$ cat config.mk
export PLATFORM = sky130hd
export DESIGN_NAME = drive_fault_retry_monitor
export DESIGN_NICKNAME = d
export VERILOG_FILES = /design/src/rtl/drfm_pkg.sv /design/src/rtl/drfm_ram.sv /design/src/rtl/drive_fault_retry_monitor.sv
export SDC_FILE = /design/constraint.sdc
export NUM_CORES = 2
export LEC_CHECK = 0
export BUFFER_PORTS_ARGS = -buffer_cell sky130_fd_sc_hd__buf_2
export CORE_ASPECT_RATIO = 1.4
export CORE_MARGIN = 2
export CORE_UTILIZATION = 60
export CTS_BUF_LIST = sky130_fd_sc_hd__clkbuf_4 sky130_fd_sc_hd__clkbuf_8
export CTS_CLUSTER_SIZE = 40
export DETAILED_ROUTE_END_ITERATION = 10
export GPL_TIMING_DRIVEN = 0
export MAX_ROUTING_LAYER = met4
export PLACE_DENSITY = 0.76
export SYNTH_ARGS = -nofsm -noshare
export SYNTH_HDL_FRONTEND = slang
export SYNTH_SLANG_ARGS = --single-unit
$ cat constraint.sdc
create_clock -name clock -period 22.3 [get_ports clock]
set_clock_uncertainty 0.2 [all_clocks]
set_input_delay 4.46 -clock clock [delete_from_list [all_inputs] [get_ports clock]]
set_output_delay 4.46 -clock clock [all_outputs]
set_load 0.1 [all_outputs]
$ cat src/rtl/drfm_pkg.sv
// drfm_pkg: types and constants of the drive fault retry monitor
// per-drive entry layout, request codes, drive state codes, csr indexes
// no dependencies
`default_nettype none

package drfm_pkg;

   // one drive entry as kept in the state memory
   typedef struct packed {
      logic [7:0]  retry_count;
      logic        locked_out;
      logic        reset_active;
      logic [63:0] healthy_since;
      logic [63:0] enabled_since;
   } entry_type;

   // request actions
   localparam logic ACT_STEP  = 1'b0;
   localparam logic ACT_CLEAR = 1'b1;

   // drive state codes
   localparam logic [1:0] DS_OTHER          = 2'd0;
   localparam logic [1:0] DS_OP_ENABLED     = 2'd1;
   localparam logic [1:0] DS_FAULT_REACTION = 2'd2;
   localparam logic [1:0] DS_FAULT          = 2'd3;

   // csr indexes
   localparam logic [1:0] CSR_DRIVE_COUNT   = 2'd0;
   localparam logic [1:0] CSR_RETRY_BUDGET  = 2'd1;
   localparam logic [1:0] CSR_STABLE_CLEAR  = 2'd2;
   localparam logic [1:0] CSR_HEALTHY_FORGET = 2'd3;

   // csr reset values
   localparam logic [4:0]  DRIVE_COUNT_RST    = 5'd0;
   localparam logic [7:0]  RETRY_BUDGET_RST   = 8'd3;
   localparam logic [31:0] STABLE_CLEAR_RST   = 32'd1000;
   localparam logic [31:0] HEALTHY_FORGET_RST = 32'd10000;

endpackage

`default_nettype wire

$ cat src/rtl/drfm_ram.sv
// drfm_ram: generic single-port-write, single-port-read ram, registered read
// no dependencies
`default_nettype none

module drfm_ram #(
   parameter int WIDTH = 8,
   parameter int DEPTH = 16,
   localparam int ADDR_W = (DEPTH > 1) ? $clog2(DEPTH) : 1
) (
   input  wire logic              clock,
   input  wire logic              wr_en,
   input  wire logic [ADDR_W-1:0] wr_addr,
   input  wire logic [WIDTH-1:0]  wr_data,
   input  wire logic              rd_en,
   input  wire logic [ADDR_W-1:0] rd_addr,
   output logic      [WIDTH-1:0]  rd_data
);

   logic [WIDTH-1:0] mem [DEPTH];

   // write port and registered read port
   always_ff @(posedge clock) begin
      if (wr_en) begin
         mem[wr_addr] <= wr_data;
      end
      if (rd_en) begin
         rd_data <= mem[rd_addr];
      end
   end

endmodule

`default_nettype wire

$ cat src/rtl/drive_fault_retry_monitor.sv
// drive_fault_retry_monitor: fault retry and lockout tracking for a set of servo drives
// depends on drfm_pkg and drfm_ram
//
// Usage:
//   A request (req_* ports) is taken at a rising edge with start high and busy low.
//   action step updates one drive from its state, timestamp and reset handshake;
//   action clear releases that drive's lockout. Exactly one response follows
//   each request: rsp_strobe is high for one cycle with the seven flags.
//   The request edge reads the drive entry from the state ram, the next
//   cycle (busy high) computes and writes the entry back, and the response
//   shows in the cycle after that. A new request is taken only after the
//   read-modify-write of the single state ram is through; busy is high for
//   the one cycle in between, so two requests never touch the ram at once.
//   The receiver cannot stall: rsp_strobe lasts one cycle only.
//   csr_* is a plain write port (index 0 drive_count, 1 retry_budget,
//   2 stable_clear_cycles, 3 healthy_forget_cycles), written while idle.
//   Reset loads csr defaults and clears all drive entries; a drive_count write
//   clears all entries too. Both act at once through per-entry valid bits,
//   so no clearing pass is needed.
`default_nettype none

module drive_fault_retry_monitor #(
   parameter int DRIVES = 16
) (
   input  wire logic        clock,
   input  wire logic        reset,
   // request channel
   input  wire logic        start,
   output logic             busy,
   input  wire logic        req_action,
   input  wire logic [7:0]  req_drive_index,
   input  wire logic [1:0]  req_drive_state,
   input  wire logic [63:0] req_cycle_now,
   input  wire logic        req_reset_cleared,
   input  wire logic        req_reset_pending,
   // response channel
   output logic             rsp_strobe,
   output logic             rsp_drive_off,
   output logic             rsp_first_fault,
   output logic             rsp_lockout_now,
   output logic             rsp_all_clear_rehome,
   output logic             rsp_seed_position,
   output logic             rsp_skip_enable,
   output logic             rsp_start_reset,
   // configuration port
   input  wire logic        csr_wr_en,
   input  wire logic [1:0]  csr_index,
   input  wire logic [31:0] csr_wr_data
);

   localparam int IDX_W = (DRIVES > 1) ? $clog2(DRIVES) : 1;
   localparam logic [7:0] DRIVES_LIM = 8'(DRIVES);

   typedef enum logic {
      ST_IDLE,
      ST_CALC
   } state_type;

   state_type state_ff;

   // configuration registers
   logic [4:0]  drive_count_ff;
   logic [7:0]  retry_budget_ff;
   logic [31:0] stable_clear_ff;
   logic [31:0] healthy_forget_ff;

   // per-drive flags kept in flops: entry valid and fault seen
   logic [DRIVES-1:0] valid_ff;
   logic [DRIVES-1:0] fault_ff;

   // latched request
   logic        action_ff;
   logic [7:0]  idx_ff;
   logic [1:0]  dstate_ff;
   logic [63:0] now_ff;
   logic        cleared_ff;
   logic        pending_ff;

   // registered response
   logic rsp_strobe_ff;
   logic off_ff, first_ff, lock_ff, rehome_ff, seed_ff, skip_ff, start_ff;

   logic                       accept;
   logic [IDX_W-1:0]           idx_lo;
   logic [$bits(drfm_pkg::entry_type)-1:0] ram_rd_data;
   drfm_pkg::entry_type        rd_entry;
   drfm_pkg::entry_type        wr_entry;
   logic                       wr_en;
   logic                       in_range;
   logic                       fs_in;
   logic [DRIVES-1:0]          others_faulted;
   logic                       none_faulted;
   logic [63:0]                en_eff;
   logic                       done;
   logic off_in, first_in, lock_in, rehome_in, seed_in, skip_in, start_in;

   assign accept = start && !busy;
   assign busy   = (state_ff == ST_CALC);
   assign idx_lo = idx_ff[IDX_W-1:0];

   // state memory: one entry per drive
   drfm_ram #(
      .WIDTH ($bits(drfm_pkg::entry_type)),
      .DEPTH (DRIVES)
   ) u_state_ram (
      .clock   (clock),
      .wr_en   (wr_en),
      .wr_addr (idx_lo),
      .wr_data (wr_entry),
      .rd_en   (accept),
      .rd_addr (req_drive_index[IDX_W-1:0]),
      .rd_data (ram_rd_data)
   );

   // an entry not written since the last clear reads as zero
   assign rd_entry = valid_ff[idx_lo] ? drfm_pkg::entry_type'(ram_rd_data)
                                      : drfm_pkg::entry_type'('0);

   assign in_range = (idx_ff < {3'b000, drive_count_ff}) && (idx_ff < DRIVES_LIM);

   // faults of the other monitored drives
   always_comb begin
      for (int j = 0; j < DRIVES; j++) begin
         others_faulted[j] = fault_ff[j] && (7'(j) < {2'b00, drive_count_ff})
                             && (8'(j) != idx_ff);
      end
   end
   assign none_faulted = ~|others_faulted;

   // drive update
   always_comb begin
      wr_entry  = rd_entry;
      fs_in     = fault_ff[idx_lo];
      wr_en     = 1'b0;
      done      = 1'b0;
      en_eff    = rd_entry.enabled_since;
      off_in    = 1'b0;
      first_in  = 1'b0;
      lock_in   = 1'b0;
      rehome_in = 1'b0;
      seed_in   = 1'b0;
      skip_in   = 1'b0;
      start_in  = 1'b0;
      if (busy && in_range) begin
         if (action_ff == drfm_pkg::ACT_CLEAR) begin
            wr_en                 = 1'b1;
            wr_entry.locked_out   = 1'b0;
            wr_entry.retry_count  = '0;
            wr_entry.reset_active = 1'b0;
            fs_in                 = 1'b0;
         end else if (rd_entry.locked_out) begin
            off_in = 1'b1;
         end else if (dstate_ff == drfm_pkg::DS_FAULT ||
                      dstate_ff == drfm_pkg::DS_FAULT_REACTION) begin
            wr_en = 1'b1;
            // new fault episode
            if (!fs_in) begin
               fs_in                 = 1'b1;
               wr_entry.reset_active = 1'b0;
               first_in              = 1'b1;
            end
            if (dstate_ff == drfm_pkg::DS_FAULT) begin
               if (rd_entry.retry_count >= retry_budget_ff) begin
                  // budget used up: lock the drive out
                  wr_entry.locked_out = 1'b1;
                  lock_in             = 1'b1;
                  off_in              = 1'b1;
                  done                = 1'b1;
               end else begin
                  if (!wr_entry.reset_active) begin
                     wr_entry.reset_active = 1'b1;
                     wr_entry.retry_count  = rd_entry.retry_count + 8'd1;
                     start_in              = 1'b1;
                  end
                  if (cleared_ff) begin
                     wr_entry.reset_active  = 1'b0;
                     wr_entry.enabled_since = '0;
                     wr_entry.healthy_since = now_ff;
                     fs_in                  = 1'b0;
                     rehome_in              = none_faulted;
                     seed_in                = 1'b1;
                     done                   = 1'b1;
                  end else if (!pending_ff) begin
                     wr_entry.reset_active = 1'b0;
                  end
               end
            end
            skip_in = !done;
         end else begin
            wr_en = 1'b1;
            // self recovery after a stable operation-enabled time
            if (fs_in) begin
               if (dstate_ff == drfm_pkg::DS_OP_ENABLED) begin
                  if (rd_entry.enabled_since == 64'd0) begin
                     en_eff = now_ff;
                  end
                  wr_entry.enabled_since = en_eff;
                  if ((now_ff - en_eff) >= {32'd0, stable_clear_ff}) begin
                     fs_in                  = 1'b0;
                     wr_entry.reset_active  = 1'b0;
                     wr_entry.healthy_since = now_ff;
                     rehome_in              = none_faulted;
                  end
               end else begin
                  wr_entry.enabled_since = '0;
               end
            end
            // forget retries after a long healthy interval
            if (wr_entry.retry_count != 8'd0 && wr_entry.healthy_since != 64'd0 &&
                (now_ff - wr_entry.healthy_since) > {32'd0, healthy_forget_ff}) begin
               wr_entry.retry_count = '0;
            end
         end
      end
   end

   // request payload capture
   always_ff @(posedge clock) begin
      if (accept) begin
         action_ff  <= req_action;
         idx_ff     <= req_drive_index;
         dstate_ff  <= req_drive_state;
         now_ff     <= req_cycle_now;
         cleared_ff <= req_reset_cleared;
         pending_ff <= req_reset_pending;
      end
   end

   // control state, configuration, per-drive flags and response
   always_ff @(posedge clock) begin
      if (reset) begin
         state_ff          <= ST_IDLE;
         drive_count_ff    <= drfm_pkg::DRIVE_COUNT_RST;
         retry_budget_ff   <= drfm_pkg::RETRY_BUDGET_RST;
         stable_clear_ff   <= drfm_pkg::STABLE_CLEAR_RST;
         healthy_forget_ff <= drfm_pkg::HEALTHY_FORGET_RST;
         valid_ff          <= '0;
         fault_ff          <= '0;
         rsp_strobe_ff     <= 1'b0;
         off_ff            <= 1'b0;
         first_ff          <= 1'b0;
         lock_ff           <= 1'b0;
         rehome_ff         <= 1'b0;
         seed_ff           <= 1'b0;
         skip_ff           <= 1'b0;
         start_ff          <= 1'b0;
      end else begin
         rsp_strobe_ff <= 1'b0;
         unique case (state_ff)
            ST_IDLE: begin
               if (accept) begin
                  state_ff <= ST_CALC;
               end
            end
            ST_CALC: begin
               state_ff      <= ST_IDLE;
               rsp_strobe_ff <= 1'b1;
               off_ff        <= off_in;
               first_ff      <= first_in;
               lock_ff       <= lock_in;
               rehome_ff     <= rehome_in;
               seed_ff       <= seed_in;
               skip_ff       <= skip_in;
               start_ff      <= start_in;
               if (wr_en) begin
                  valid_ff[idx_lo] <= 1'b1;
                  fault_ff[idx_lo] <= fs_in;
               end
            end
            default: state_ff <= ST_IDLE;
         endcase
         // csr writes
         if (csr_wr_en) begin
            unique case (csr_index)
               drfm_pkg::CSR_DRIVE_COUNT: begin
                  drive_count_ff <= csr_wr_data[4:0];
                  valid_ff       <= '0;
                  fault_ff       <= '0;
               end
               drfm_pkg::CSR_RETRY_BUDGET:   retry_budget_ff   <= csr_wr_data[7:0];
               drfm_pkg::CSR_STABLE_CLEAR:   stable_clear_ff   <= csr_wr_data;
               drfm_pkg::CSR_HEALTHY_FORGET: healthy_forget_ff <= csr_wr_data;
               default: ;
            endcase
         end
      end
   end

   assign rsp_strobe           = rsp_strobe_ff;
   assign rsp_drive_off        = off_ff;
   assign rsp_first_fault      = first_ff;
   assign rsp_lockout_now      = lock_ff;
   assign rsp_all_clear_rehome = rehome_ff;
   assign rsp_seed_position    = seed_ff;
   assign rsp_skip_enable      = skip_ff;
   assign rsp_start_reset      = start_ff;

`ifndef ASSERT_OFF
   // a request is followed by exactly one compute cycle
   a_accept_calc: assert property (@(posedge clock) disable iff (reset)
      accept |=> busy)
      else $error("request not followed by compute cycle");

   a_calc_single: assert property (@(posedge clock) disable iff (reset)
      busy |=> !busy && rsp_strobe)
      else $error("compute cycle not followed by response");

   a_no_spurious_rsp: assert property (@(posedge clock) disable iff (reset)
      !busy |=> !rsp_strobe)
      else $error("response without request");

   a_lock_off: assert property (@(posedge clock) disable iff (reset)
      rsp_strobe && rsp_lockout_now |-> rsp_drive_off && !rsp_skip_enable)
      else $error("lockout response without drive off");

   a_seed_noskip: assert property (@(posedge clock) disable iff (reset)
      rsp_strobe && rsp_seed_position |-> !rsp_skip_enable && !rsp_drive_off)
      else $error("seed response with skip or drive off");
`endif

endmodule

`default_nettype wire
## Word-level counts from Yosys, hierarchy flattened

Memory sizes are Yosys's and may differ from the RTL's. A register that Yosys moved wholly into a read port is not among the register bits.
Index checks and enable logic that the tools add are counted.

| storage, ports and cells | value |
|---|---|
| register bits | 195 |
| bits in writable memories | 2,208 |
| output and inout port bits | 9 |
| memories | 1 |

Memory list:

| name | words | width | rd ports | clocked after Yosys merged registers in | write ports | line | source |
|---|---|---|---|---|---|---|---|
| u_state_ram.mem | 16 | 138 | 1 | 1 | 1 | drfm_ram.sv:19 | `logic [WIDTH-1:0] mem [DEPTH];` |

| operators by class | value |
|---|---|
| add/sub/neg operators | 3 |
| magnitude comparators | 23 |
| equal/unequal tests | 21 |
| multiplexer cells | 117 |
| bitwise logic cells | 2 |
| reductions and logical operators | 52 |

Operators by type and width:

| kind | count |
|---|---|
| 2-to-1 mux 129 bit | 7 |
| 2-to-1 mux 138 bit | 4 |
| 2-to-1 mux 64 bit | 8 |
| 2-to-1 mux 128 bit | 2 |
| 2-to-1 mux 65 bit | 2 |
| 2-to-1 mux 16 bit | 8 |
| subtractor 64 bit | 2 |
| 2-to-1 mux 1 bit | 76 |
| >= comparator 64 x 32 -> 1 bit | 1 |
| greater-than comparator 64 x 32 -> 1 bit | 1 |
| zero test 64 bit | 1 |
| inequality test 4 x 8 -> 1 bit, first input constant | 8 |
| nonzero test 64 bit | 1 |
| less-than comparator 4 x 5 -> 1 bit, first input constant | 8 |
| logical AND 1 bit | 38 |
| 2-to-1 mux 8 bit | 4 |
| inequality test 3 x 8 -> 1 bit, first input constant | 4 |
| less-than comparator 3 x 5 -> 1 bit, first input constant | 4 |
| bitwise mux 16 bit | 1 |
| inequality test 2 x 8 -> 1 bit, first input constant | 2 |
| bitwise OR 16 bit | 1 |
| nonzero test 8 bit | 2 |
| OR reduction 16 bit | 1 |
| less-than comparator 1 x 5 -> 1 bit, first input constant | 2 |
| 19 further kinds | 30 |

## Logic depth before layout (Yosys ltp)

| logic depth | value |
|---|---|
| depth after elaboration | 28 |
| gate-level depth with buffers | 64 |
| gate-level depth less buffers | 56 |

## By module

Synthesis repeated with hierarchy kept, for this count alone.

| second synthesis, totals | value |
|---|---|
| cells, all modules | 6,767 |
| area, all modules | 109,950.5 µm² |

Modules (own cells, without submodules):

| module | instances | cells an instance | area an instance (µm²) | seq. area each (µm²) |
|---|---|---|---|---|
| drfm_ram | 1 | 3,598 | 86,999.7 | 70,447.6 |
| drive_fault_retry_monitor | 1 | 3,169 | 22,950.8 | 4,674.5 |

## Worst setup path before layout

No wires, ideal clock.

| path | value |
|---|---|
| path type | reg2reg |
| start | register state_ff, in the netlist busy |
| end | register fault_ff[12] |
| library setup time | 0.717 ns |
| data arrival time | 15.670 ns |
| required time | 21.383 ns |
| slack | 5.713 ns |
| cell stages (with the launch flop) | 8 |
| path buffers | 1 |
| path through | dfxtp_1 -> inv_1 -> or4_1 -> clkbuf_1 -> inv_1 -> o21ai_1 -> nor4_1 -> a211oi_1 |

| on the way | value |
|---|---|
| cells in the longest elaborated chain, start to end | 7 |

RTL lines:

| element | line | source |
|---|---|---|
| start, declared | drive_fault_retry_monitor.sv:59 | `state_type state_ff;` |
| start signal, assigned | drive_fault_retry_monitor.sv:232 | `state_ff <= ST_IDLE;` |
| start signal, assigned | drive_fault_retry_monitor.sv:252 | `state_ff <= ST_CALC;` |
| start signal, assigned | drive_fault_retry_monitor.sv:256 | `state_ff <= ST_IDLE;` |
| logical AND 1 bit | drive_fault_retry_monitor.sv:144 | `if (busy && in_range) begin` |
| 2-to-1 mux 1 bit | drive_fault_retry_monitor.sv:144 |  |
| bitwise mux 16 bit | drive_fault_retry_monitor.sv:267 | `fault_ff[idx_lo] <= fs_in;` |
| 2-to-1 mux 16 bit | drive_fault_retry_monitor.sv:265 | `if (wr_en) begin` |
| 2-to-1 mux 16 bit (*) | drive_fault_retry_monitor.sv:249 | `unique case (state_ff)` |
| 2-to-1 mux 16 bit | drive_fault_retry_monitor.sv:274 | `unique case (csr_index)` |
| 2-to-1 mux 16 bit (*) | drive_fault_retry_monitor.sv:273 | `if (csr_wr_en) begin` |
| end signal, assigned by index | drive_fault_retry_monitor.sv:267 |  |
| end, declared | drive_fault_retry_monitor.sv:69 | `logic [DRIVES-1:0] fault_ff;` |

Every way passes the cells marked *; elsewhere a longest branch is shown, timed or not.
A chain may end at the register's enable or synchronous reset.

## Final worst setup path

| path | value |
|---|---|
| start | register idx_ff[2] |
| end | memory u_state_ram.mem[14][136] in the netlist's numbering, data pin |

| on the way | value |
|---|---|
| cells in the longest elaborated chain, start to end | 28 |

RTL lines:

| element | line | source |
|---|---|---|
| start, declared | drive_fault_retry_monitor.sv:73 | `logic [7:0] idx_ff;` |
| start signal, assigned | drive_fault_retry_monitor.sv:221 | `idx_ff <= req_drive_index;` |
| binary-select mux 1 bit (select 4 bit) | drive_fault_retry_monitor.sv:116 | `assign rd_entry = valid_ff[idx_lo] ? drfm_pkg::entry_type'(ram_rd_data)` |
| 2-to-1 mux 1 bit (implied by the code) | drive_fault_retry_monitor.sv:116 |  |
| 2-to-1 mux 138 bit | drive_fault_retry_monitor.sv:116 |  |
| zero test 64 bit | drive_fault_retry_monitor.sv:194 | `if (rd_entry.enabled_since == 64'd0) begin` |
| 2-to-1 mux 64 bit | drive_fault_retry_monitor.sv:194 |  |
| 2-to-1 mux 64 bit | drive_fault_retry_monitor.sv:193 | `if (dstate_ff == drfm_pkg::DS_OP_ENABLED) begin` |
| 2-to-1 mux 64 bit | drive_fault_retry_monitor.sv:192 | `if (fs_in) begin` |
| 2-to-1 mux 64 bit | drive_fault_retry_monitor.sv:153 | `end else if (dstate_ff == drfm_pkg::DS_FAULT \|\|` |
| (+13 left out) | n/a |  |
| greater-than comparator 64 x 32 -> 1 bit / logical AND 1 bit (equally long branches) | drive_fault_retry_monitor.sv:210, drive_fault_retry_monitor.sv:209 |  |
| logical AND 1 bit | drive_fault_retry_monitor.sv:209 | `if (wr_entry.retry_count != 8'd0 && wr_entry.healthy_since != 64'd0 &&` |
| 2-to-1 mux 8 bit | drive_fault_retry_monitor.sv:209 |  |
| 2-to-1 mux 8 bit | drive_fault_retry_monitor.sv:153 |  |
| 2-to-1 mux 138 bit | drive_fault_retry_monitor.sv:151 | `end else if (rd_entry.locked_out) begin` |
| 2-to-1 mux 10 bit | drive_fault_retry_monitor.sv:145 | `if (action_ff == drfm_pkg::ACT_CLEAR) begin` |
| 2-to-1 mux 138 bit (*) | drive_fault_retry_monitor.sv:144 |  |
| net u_state_ram.wr_data[136] | drfm_ram.sv:13 | `input wire logic [WIDTH-1:0] wr_data,` |
| end, declared | drfm_ram.sv:19 |  |

Mark *: on every way through the listed nets, which the timed path passes. The rest lies on a longest branch. The select of a mux whose other input is x is not followed.

==> metrics <==
Buffers on Ports=122; layout cells sized above 1=0.244; RSZ-0062 raised after global routing=no; Worst-Margin Slew=1.57 ns; grt total ovfl=0; Crit Path Max Fanout=16; ys flop type=edfxtp_1; Net Switching=2.23 mW; initial antenna violation count=18; die width=364 um; Clock transition at path regs=0.06 ns; DRC=0; synthesized area per cell=17.5 um2; final WL=340 mm; final critical-path required period=18.96 ns; vias=66,700; Data arrival, critical path=19.49 ns; clock power share=0.388; first-pass GRT wire length=476 mm; Flop pwr share=0.544; Post-Synthesis Net Count=6,572; die area=185,000 um2; top cells by area, synth=edfxtp_1 67%, mux4_2 14%, ha_1 2.4%, dfxtp_1 2.2%, nand2_1 1.4%; PostCTS Resize Cnt=0; Core Area=181,000 um2; FFs w/ async S/R, synth=0; Clk Latency, worst-skew pair=1.14 ns; Placement Setup Slack=3.54 ns; Worst EP required=22.84 ns; Pwr Density=78.3 nW/um2; most frequent cell after synthesis=edfxtp_1; max incr delay on CP=1.06 ns; Hold Path Class=register to register; Final Max Slew Viols=30; Synth top area share=0.667; CTS max path bufs=4; Cell Int Power=7.44 mW; CTS tree=done; I/O pin count=124; peak supply drop=0.0777 mV; GRT Util Overall=0.381; largest area contributor in the netlist=edfxtp_1; Core Rows=185; Post-synth EDFFs=2,423; Die H=508 um; RD Place Congestion=1.02; 1st-iter DRT viols=9,262; Hold Buf Count CTS=0; crit path capture type=register; commonest cells in the synthesized netlist=2,423 x edfxtp_1, 690 x mux4_2, 410 x nand2_1; max-cap violations=3; CTS Root Cell=clkbuf_8; Yosys reg bits=2,541; fmax=52.7 MHz; post-synthesis sequential area ratio=0.689; Initial Utilization=0.602; Pleak=38.6 nW; outcome=complete, but fails checks; Inst Count DP=9,046; Final Cycle Share=0.850; clk sinks=2,541; most used cell, CP=a21oi_1; Combinational Power Share=0.068; Mapped Cells=6,249; Synth-to-Final Area Change=13.3%; YS warnings=0; switching share of total power=0.231; slew margin rel.=-0.0554; Setup-failing EPs final=0; slowest CP cell=clkbuf_1; CTS Buf Count=371; post-synth cell types=87; vias in the first global route=65,800; DP HPWL=241 mm; vias per cell=6.87; final hold violation count=0; worst setup margin=3.34 ns; DR pass1 iterations=9; Synth Cell Area=109,000 um2; failing checks=capacitance limit, slew limit; nets=7,314; setup bufs post-CTS=0; Fillers=11,500; non-filler instance count after layout=9,713; pin count of the biggest net entering global routing=31; Final ANT Viol Nets=0; startpoint types=register; Multi-input gate area=32,200 um2; detailed-route wire length per cell=35.0 um; Setup CP Type=register to register; H-tree lvl count=5; FF+latch area=75,100 um2
[power groups by stage]
stage | Combinational, mW | Clock, mW | Sequential, mW
2_1_floorplan | 0.426 | 0 | 5.32
3_3_place_gp | 0.630 | 0 | 5.38
3_5_place_dp | 0.643 | 0 | 5.36
4_1_cts | 0.648 | 3.78 | 5.26
5_1_grt | 0.700 | 3.97 | 5.26
6_report | 0.656 | 3.75 | 5.27
[layout make-up]
type	instances	share of cell area
Sequential cell	2541	0.608
Multi-Input combinational cell	3226	0.261
Inverter	147	0.00447
Timing Repair Buffer	369	0.0316
Clock inverter	173	0.0112
Buffer	335	0.0109
Antenna cell	16	0.000324
Tap cell	2431	0.0246
Clock buffer	475	0.0480
[flip-flops by register name, summed over array words and instances (netlist names)]
| register | flops |
|---|---|
| action_ff | 1 |
| busy | 1 |
| cleared_ff | 1 |
| drive_count_ff | 5 |
| dstate_ff | 2 |
| fault_ff | 16 |
| healthy_forget_ff | 32 |
| idx_ff | 8 |
| now_ff | 64 |
| pending_ff | 1 |
| retry_budget_ff | 8 |
| rsp_all_clear_rehome | 1 |
| rsp_drive_off | 1 |
| rsp_first_fault | 1 |
| rsp_lockout_now | 1 |
| rsp_seed_position | 1 |
| rsp_skip_enable | 1 |
| rsp_start_reset | 1 |
| rsp_strobe | 1 |
| stable_clear_ff | 32 |
| u_state_ram.mem | 2208 |
| u_state_ram.rd_data | 138 |
| valid_ff | 16 |
[cells in the final DEF (no fill, tap or decap), drive strengths merged, types with 69 or more instances in the layout]
cell type	count
a21oi	278
buf	438
clkbuf	741
clkinv	137
dfxtp	118
edfxtp	2423
ha	206
inv	153
mux4	690
nand2	410
nand3	69
nor2	259
nor3	71
nor4	71
o21ai	195
[per-layer routing]
layer | wire (um) | global-route usage | share of wire
met5 | 0 | - | 0
met3 | 39900 | 0.0954 | 0.12
met4 | 16800 | 0.164 | 0.049
met2 | 161000 | 0.579 | 0.47
met1 | 122000 | 0.493 | 0.36
[path summary, 6_finish.rpt]
kind / startpoint / to / slack [ns] / cells past startpoint
worst max-delay path: idx_ff[2]$_DFFE_PP_ / u_state_ram.mem[14][136]$_DFFE_PP_ / 3.34 / 59
worst min-delay path: retry_budget_ff[4]$_SDFFE_PP0P_ / retry_budget_ff[4]$_SDFFE_PP0P_ / 0.26 / 2
worst max register to register: idx_ff[2]$_DFFE_PP_ / u_state_ram.mem[14][136]$_DFFE_PP_ / 3.34 / 59
worst min register to register: retry_budget_ff[4]$_SDFFE_PP0P_ / retry_budget_ff[4]$_SDFFE_PP0P_ / 0.26 / 2
[metrics by stage]
stage	instance area, um2	utilization	hold slack, ns	setup TNS [ns]	total power, mW
floorplan	109000	-	0.235	0	5.75
global placement	113000	0.623	0.244	-5468.03	6.01
detailed placement	116000	0.642	0.247	0	6.01
CTS	123000	0.682	0.256	0	9.69
global route	124000	0.682	0.275	0	9.93
finish	124000	0.682	0.258	0	9.68
[kinds of logic (layout without fill, tap and decap cells)]
| group | count (synthesis) | count (layout) | synth area share |
|---|---|---|---|
| DFF | 2541 | 2541 | 0.689 |
| buffers and inverters | 482 | 1499 | 0.0173 |
| adders and majority gates | 208 | 208 | 0.0240 |
| and+or+nand+nor | 1143 | 1143 | 0.0498 |
| muxes | 809 | 809 | 0.155 |
| xor gates and xnor gates | 84 | 84 | 0.00675 |
| AOI/OAI and AO/OA | 982 | 982 | 0.0584 |
| other | 0 | 16 | 0 |
[critical path, delay by kind of cell, from the launching register on]
family	cells	cell delay, ns
AND/OR/NAND/NOR	25	6.36
AO/OA/AOI/OAI	17	4.98
buffers and inverters	10	4.51
adder cells (fa/ha/maj)	5	1.59
flip-flops	1	0.47
XOR/XNOR	2	0.45
No activity file was read; power rests on OpenSTA's default activity.
